===== config.mk =====
export PLATFORM = sky130hd
export DESIGN_NAME = sorted_list_engine_core
export DESIGN_NICKNAME = d
export VERILOG_FILES = /design/src/rtl/core/sle_pkg.sv /design/src/rtl/core/sorted_list_engine_core.sv /design/src/rtl/core/sle_cell.sv
export SDC_FILE = /design/constraint.sdc
export NUM_CORES = 2
export LEC_CHECK = 0
export ABC_AREA = 1
export BUFFER_PORTS_ARGS = -buffer_cell sky130_fd_sc_hd__buf_2
export CAP_MARGIN = 15
export CORE_MARGIN = 4
export CORE_UTILIZATION = 65
export DETAILED_ROUTE_END_ITERATION = 10
export PLACE_DENSITY = 0.81
export SETUP_SLACK_MARGIN = 0.5
export SKIP_CTS_REPAIR_TIMING = 1
export SLEW_MARGIN = 15
export SYNTH_ARGS = -nofsm -noshare
export SYNTH_HDL_FRONTEND = slang
export SYNTH_HIERARCHICAL = 1
export SYNTH_SLANG_ARGS = --single-unit

===== constraint.sdc =====
create_clock -name clk_i -period 12.1 [get_ports clk_i]
set_input_delay 1.21 -clock clk_i [delete_from_list [all_inputs] [get_ports clk_i]]
set_output_delay 1.21 -clock clk_i [all_outputs]
set_load 0.02 [all_outputs]

===== src/rtl/core/sle_pkg.sv =====
// ---------------------------------------------------------------------------
// sle_pkg
// Shared types and codes for the sorted list engine: command, status and
// per-cell operation codes, plus the control bundle broadcast to the cells.
// ---------------------------------------------------------------------------
package sle_pkg;

  localparam int unsigned ValueW  = 32;
  localparam int unsigned CmdW    = 3;
  localparam int unsigned StatusW = 2;
  localparam int unsigned LengthW = 5;
  localparam int unsigned InDataW  = 40;
  localparam int unsigned OutDataW = 48;

  // command codes carried in the input word
  typedef enum logic [CmdW-1:0] {
    CMD_INSERT  = 3'd0,
    CMD_PREPEND = 3'd1,
    CMD_APPEND  = 3'd2,
    CMD_REMOVE  = 3'd3,
    CMD_SEARCH  = 3'd4
  } cmd_e;

  // status codes returned in the output word
  typedef enum logic [StatusW-1:0] {
    ST_OK    = 2'd0,
    ST_EMPTY = 2'd1,
    ST_FULL  = 2'd2
  } status_e;

  // what every cell does at the next edge
  typedef enum logic [2:0] {
    OP_HOLD,
    OP_INSERT,
    OP_PREPEND,
    OP_APPEND,
    OP_REMOVE
  } cell_op_e;

  // control bundle broadcast to the whole row
  typedef struct packed {
    cell_op_e                 op;
    logic signed [ValueW-1:0] value;
  } cell_ctrl_t;

endpackage


===== src/rtl/core/sorted_list_engine_core.sv =====
// ---------------------------------------------------------------------------
// sorted_list_engine_core
// Ordered list of signed 32-bit values kept in a row of compare-and-shift
// cells, driven by a stream of insert, prepend, append, remove and search
// commands.
// ---------------------------------------------------------------------------
// The engine takes one command word per clock and returns its result word on
// the next cycle from an output register; a new command is taken while a
// result waits, as long as the output register is free or being drained.
// Every command is decided combinationally: all CAPACITY cells compare against
// the command value at once, and the insert position is found by a one-bit
// claim signal rippling through the row, so the length of that chain and the
// search match reduction set the clock period. After reset the list is empty
// and ready at once; no clearing pass is needed.
module sorted_list_engine_core #(
  parameter int unsigned CAPACITY = 16
) (
  input  logic                           clk_i,
  input  logic                           rst_ni,
  // command [2:0], value [34:3], zero fill [39:35]
  input  logic [sle_pkg::InDataW-1:0]    s_axis_tdata_i,
  input  logic                           s_axis_tvalid_i,
  output logic                           s_axis_tready_o,
  // status [1:0], result_value [33:2], found [34], length [39:35],
  // is_empty [40], zero fill [47:41]
  output logic [sle_pkg::OutDataW-1:0]   m_axis_tdata_o,
  output logic                           m_axis_tvalid_o,
  input  logic                           m_axis_tready_i
);
  import sle_pkg::*;

  localparam int unsigned CountW = $clog2(CAPACITY + 1);
  localparam int unsigned ExtW   = CountW + LengthW;

  // input word fields
  logic [CmdW-1:0]          in_cmd;
  logic signed [ValueW-1:0] in_value;
  logic                     accept;

  // cell row
  cell_ctrl_t               ctrl;
  logic signed [ValueW-1:0] entries [CAPACITY];
  logic [CAPACITY-1:0]      valids;
  logic [CAPACITY-1:0]      hit_bits;
  logic [CAPACITY:0]        claims;

  // list length
  logic [CountW-1:0] count_q, count_d;
  logic              full, empty;

  // result fields
  status_e                  status;
  logic signed [ValueW-1:0] res_value;
  logic                     found;
  logic [ExtW-1:0]          count_ext;

  // output register
  logic [OutDataW-1:0] out_data_q, out_data_d;
  logic                out_valid_q;

  assign in_cmd   = s_axis_tdata_i[CmdW-1:0];
  assign in_value = s_axis_tdata_i[CmdW+ValueW-1:CmdW];

  assign s_axis_tready_o = ~out_valid_q | m_axis_tready_i;
  assign accept          = s_axis_tvalid_i & s_axis_tready_o;

  assign full  = (count_q == CountW'(CAPACITY));
  assign empty = (count_q == '0);

  // command decode and result
  always_comb begin
    ctrl.op    = OP_HOLD;
    ctrl.value = in_value;
    status     = ST_OK;
    res_value  = in_value;
    found      = 1'b0;
    count_d    = count_q;
    unique case (in_cmd)
      CMD_INSERT, CMD_PREPEND, CMD_APPEND: begin
        if (full) begin
          status = ST_FULL;
        end else begin
          count_d = count_q + CountW'(1);
          if (in_cmd == CMD_INSERT) begin
            ctrl.op = OP_INSERT;
          end else if (in_cmd == CMD_PREPEND) begin
            ctrl.op = OP_PREPEND;
          end else begin
            ctrl.op = OP_APPEND;
          end
        end
      end
      CMD_REMOVE: begin
        if (empty) begin
          status    = ST_EMPTY;
          res_value = '0;
        end else begin
          ctrl.op   = OP_REMOVE;
          res_value = entries[0];
          count_d   = count_q - CountW'(1);
        end
      end
      CMD_SEARCH: begin
        found = |hit_bits;
      end
      default: begin
        ctrl.op = OP_HOLD;
      end
    endcase
    if (!accept) begin
      ctrl.op = OP_HOLD;
      count_d = count_q;
    end
    count_ext  = ExtW'(count_d);
    out_data_d = '0;
    out_data_d[StatusW-1:0]               = status;
    out_data_d[StatusW+ValueW-1:StatusW]  = res_value;
    out_data_d[StatusW+ValueW]            = found;
    out_data_d[StatusW+ValueW+LengthW:StatusW+ValueW+1] = count_ext[LengthW-1:0];
    out_data_d[StatusW+ValueW+LengthW+1]  = (count_d == '0);
  end

  // row of cells
  assign claims[0] = 1'b0;
  for (genvar i = 0; i < CAPACITY; i++) begin : g_cell
    logic signed [ValueW-1:0] left_entry, right_entry;
    logic                     left_valid, right_valid;
    if (i == 0) begin : g_head
      assign left_entry = in_value;
      assign left_valid = 1'b1;
    end else begin : g_mid
      assign left_entry = entries[i-1];
      assign left_valid = valids[i-1];
    end
    if (i == CAPACITY - 1) begin : g_tail
      assign right_entry = '0;
      assign right_valid = 1'b0;
    end else begin : g_body
      assign right_entry = entries[i+1];
      assign right_valid = valids[i+1];
    end
    sle_cell u_cell (
      .clk_i         (clk_i),
      .rst_ni        (rst_ni),
      .ctrl_i        (ctrl),
      .left_entry_i  (left_entry),
      .left_valid_i  (left_valid),
      .right_entry_i (right_entry),
      .right_valid_i (right_valid),
      .claim_i       (claims[i]),
      .claim_o       (claims[i+1]),
      .match_o       (hit_bits[i]),
      .entry_o       (entries[i]),
      .valid_o       (valids[i])
    );
  end

  // length and output control
  always_ff @(posedge clk_i or negedge rst_ni) begin
    if (!rst_ni) begin
      count_q     <= '0;
      out_valid_q <= 1'b0;
    end else begin
      count_q <= count_d;
      if (accept) begin
        out_valid_q <= 1'b1;
      end else if (m_axis_tready_i) begin
        out_valid_q <= 1'b0;
      end
    end
  end

  // result word
  always_ff @(posedge clk_i) begin
    if (accept) begin
      out_data_q <= out_data_d;
    end
  end

  assign m_axis_tdata_o  = out_data_q;
  assign m_axis_tvalid_o = out_valid_q;

  // last claim output is only meaningful inside the row
  logic unused_claim;
  assign unused_claim = claims[CAPACITY];

endmodule


===== src/rtl/core/sle_cell.sv =====
// ---------------------------------------------------------------------------
// sle_cell
// One slot of the ordered list: holds an entry and its valid bit, compares
// against the broadcast value and shifts with its neighbors.
// ---------------------------------------------------------------------------
module sle_cell (
  input  logic                              clk_i,
  input  logic                              rst_ni,
  input  sle_pkg::cell_ctrl_t               ctrl_i,
  input  logic signed [sle_pkg::ValueW-1:0] left_entry_i,
  input  logic                              left_valid_i,
  input  logic signed [sle_pkg::ValueW-1:0] right_entry_i,
  input  logic                              right_valid_i,
  input  logic                              claim_i,
  output logic                              claim_o,
  output logic                              match_o,
  output logic signed [sle_pkg::ValueW-1:0] entry_o,
  output logic                              valid_o
);
  import sle_pkg::*;

  logic signed [ValueW-1:0] entry_q, entry_d;
  logic                     valid_q, valid_d;
  logic                     gt;

  // compare and next-slot selection
  always_comb begin
    gt      = valid_q && ($signed(entry_q) > $signed(ctrl_i.value));
    claim_o = claim_i | gt | ~valid_q;
    match_o = valid_q && (entry_q == ctrl_i.value);
    entry_d = entry_q;
    valid_d = valid_q;
    case (ctrl_i.op)
      OP_INSERT: begin
        valid_d = valid_q | left_valid_i;
        if (claim_i) begin
          entry_d = left_entry_i;
        end else if (gt || !valid_q) begin
          entry_d = ctrl_i.value;
        end
      end
      OP_PREPEND: begin
        valid_d = valid_q | left_valid_i;
        entry_d = left_entry_i;
      end
      OP_APPEND: begin
        valid_d = valid_q | left_valid_i;
        if (!valid_q && left_valid_i) begin
          entry_d = ctrl_i.value;
        end
      end
      OP_REMOVE: begin
        valid_d = right_valid_i;
        entry_d = right_entry_i;
      end
      default: begin
        entry_d = entry_q;
        valid_d = valid_q;
      end
    endcase
  end

  // valid bit
  always_ff @(posedge clk_i or negedge rst_ni) begin
    if (!rst_ni) begin
      valid_q <= 1'b0;
    end else begin
      valid_q <= valid_d;
    end
  end

  // entry storage
  always_ff @(posedge clk_i) begin
    entry_q <= entry_d;
  end

  assign entry_o = entry_q;
  assign valid_o = valid_q;

endmodule


==> run summary <==
Total wire length - 174 mm
Final net count - 7,482
Setup TNS - 0 ns
Final Setup Violations - 0
DRT antenna net count - 0
TritonCTS Buffers - 72
DP Cell Count - 7,907
Area Growth Syn to Fin - 6.25%
Final Non-Filler Cells - 8,041
Power Dens Cells - 115 nW/um^2
Routability cong. - 0.958
Tmin final - 10.60 ns
Largest net degree at the start of global routing - 66
Pins over their slew limit - 0
Hold Path Sink - m_axis_tvalid_o
First-pass GRT wire length - 266 mm
Crit Path Class - in2reg
CTS clk-pin slew, worst paths - 0.05 ns
Iteration-0 DRC Markers - 7,456
Vias - 50,900
Wirelength per Cell - 21.7 um
Crit Path Max Fanout - 65
Clk root buf - clkbuf_16
Grt total ovfl - 0
Multi-input logic area - 31,400 sq um
# rows - 104
Filler cells - 6,530
Slew headroom - 0.223
Cell count after synthesis - 6,943
Hold depth - 2
Die height - 294 um
Syn_area_per_cell - 7.67 sq um
R2R setup slack - 2.09 ns
P_leak - 26.6 nW
RSZ-0062 raised after global routing - false
Initial antenna violation count - 1
CTS H-tree depth - 3
Worst Min Path Start - m_axis_tvalid_o
Die area - 86,600 sq um
Clk_skew - 0.0229 ns
Final period util - 0.876
Max Clk Rate - 94.3 MHz
Worst EP required - 12.42 ns
GRT Overall Usage - 0.392
CP startpoint kind - primary input
Final WS setup - 1.50 ns
Hold/Removal Path Class - reg2reg
Reg2Reg Depth - 49
Vias in the first global route - 46,500
Worst reg2reg path startpoint - g_cell[0].u_cell/entry_o[7]
Most frequent CP cell - nor2_1
Hpwl dp - 125 mm
Vias/cell - 6.33
Outcome - completed
Clock Path Buffers - 3
Synth Warn # - 6
Clk sinks - 575
Later-pin clock latency in the skew report - 0.63 ns
DRC viols - 0
Worst r2r dst - g_cell[15].u_cell/entry_o[19]
Port Buffers - 81
Core area - 80,900 sq um
Starting Density - 0.658
Hold Vio Cnt, Final - 0
Hold Slack - 0.524 ns
Crit end category - flip-flop
Fraction of layout instances using a drive strength above 1 - 0.124
Worst-margin pin slew - 1.16 ns
Pre-CTS WS - 0.0635 ns
IO Pins - 94
Die W - 294 um
Crit path DAT - 10.93 ns
CTS tree - done
Mapped Area - 53,300 sq um
Peak VDD IR - 101 uV
Reg area - 17,200 sq um
CP max stage delay - 0.34 ns
1st-pass router iterations - 10
Max Cap Viol - 0
CP max-delay cell - buf_2
[critical path, delay by kind of cell]
kind,cells,cell delay (ns)
fa+ha+maj,1,0.33
buf+inv,13,3.08
simple gates,37,6.21
[power breakdown]
group          leakage [nW]  internal (mW)  switching [mW]
Combinational          20.0          0.563            1.03
Clock                  1.12           1.29           0.906
Sequential             5.41           2.46           0.266
Total                  26.6           4.31            2.20
[through the flow]
step	utilization	power, mW	area, sq um
detailed placement	0.670	4.28	54200
floorplan	-	3.80	53400
global placement	0.670	4.21	54200
finish	0.699	6.51	56600
global route	0.699	6.80	56600
CTS	0.698	6.46	56500
[cell usage in the layout, fill, tap and decap left out, drive strengths merged]
cell type and count:
nand2 2747, inv 850, o21ai 575, edfxtp 553, ha 514, o2111ai 416
nor2 287, nand3 196, a21oi 190, buf 168, clkbuf 106, a22oi 92
conb 44, clkinv 40, nand4 36, a22o 32, a21o 31, dfrtp 22
nor3 19, o211ai 15, and3 12, nor4 8, bufinv 8, o21a 8
mux2 3, diode 2, xor2 2, a31oi 2, and2 2, clkinvlp 1
[metal layers]
metal,share of wire,global-route usage,up-vias
li1,-,-,23500
met1,0.39,0.558,23500
met2,0.41,0.559,3438
met3,0.15,0.0936,465
met4,0.056,0.194,0
met5,0,0,-
[final cells by class]
class / count / area share
Tap cell: 1060 / 0.0234
Timing Repair Buffer: 168 / 0.0191
Clock inverter: 23 / 0.00420
Clock buffer: 106 / 0.0367
Antenna cell: 2 / 0.0000884
Multi-Input combinational cell: 5231 / 0.555
Inverter: 876 / 0.0589
Sequential cell: 575 / 0.303
[worst max-delay path by stage]
stage / from / endpoint / slack (ns)
finish: s_axis_tdata_i[8] / g_cell[15].u_cell/entry_o[19] / 1.50
floorplan: s_axis_tdata_i[34] / g_cell[15].u_cell/entry_o[0] / 1.07
global route: s_axis_tdata_i[18] / g_cell[15].u_cell/entry_o[3] / 0.60
detailed placement: s_axis_tdata_i[8] / g_cell[15].u_cell/entry_o[6] / 0.06
global placement: s_axis_tdata_i[8] / g_cell[15].u_cell/entry_o[6] / 0.29
CTS: s_axis_tdata_i[8] / g_cell[15].u_cell/entry_o[19] / 0.67
[sequential cells by signal, summed over array words and instances (netlist names)]
signal                 count
m_axis_tvalid_o            1
count_q                    5
g_cell.u_cell/valid_o     16
m_axis_tdata_o            41
g_cell.u_cell/entry_o    512
Power figures use the tool's default switching activity.
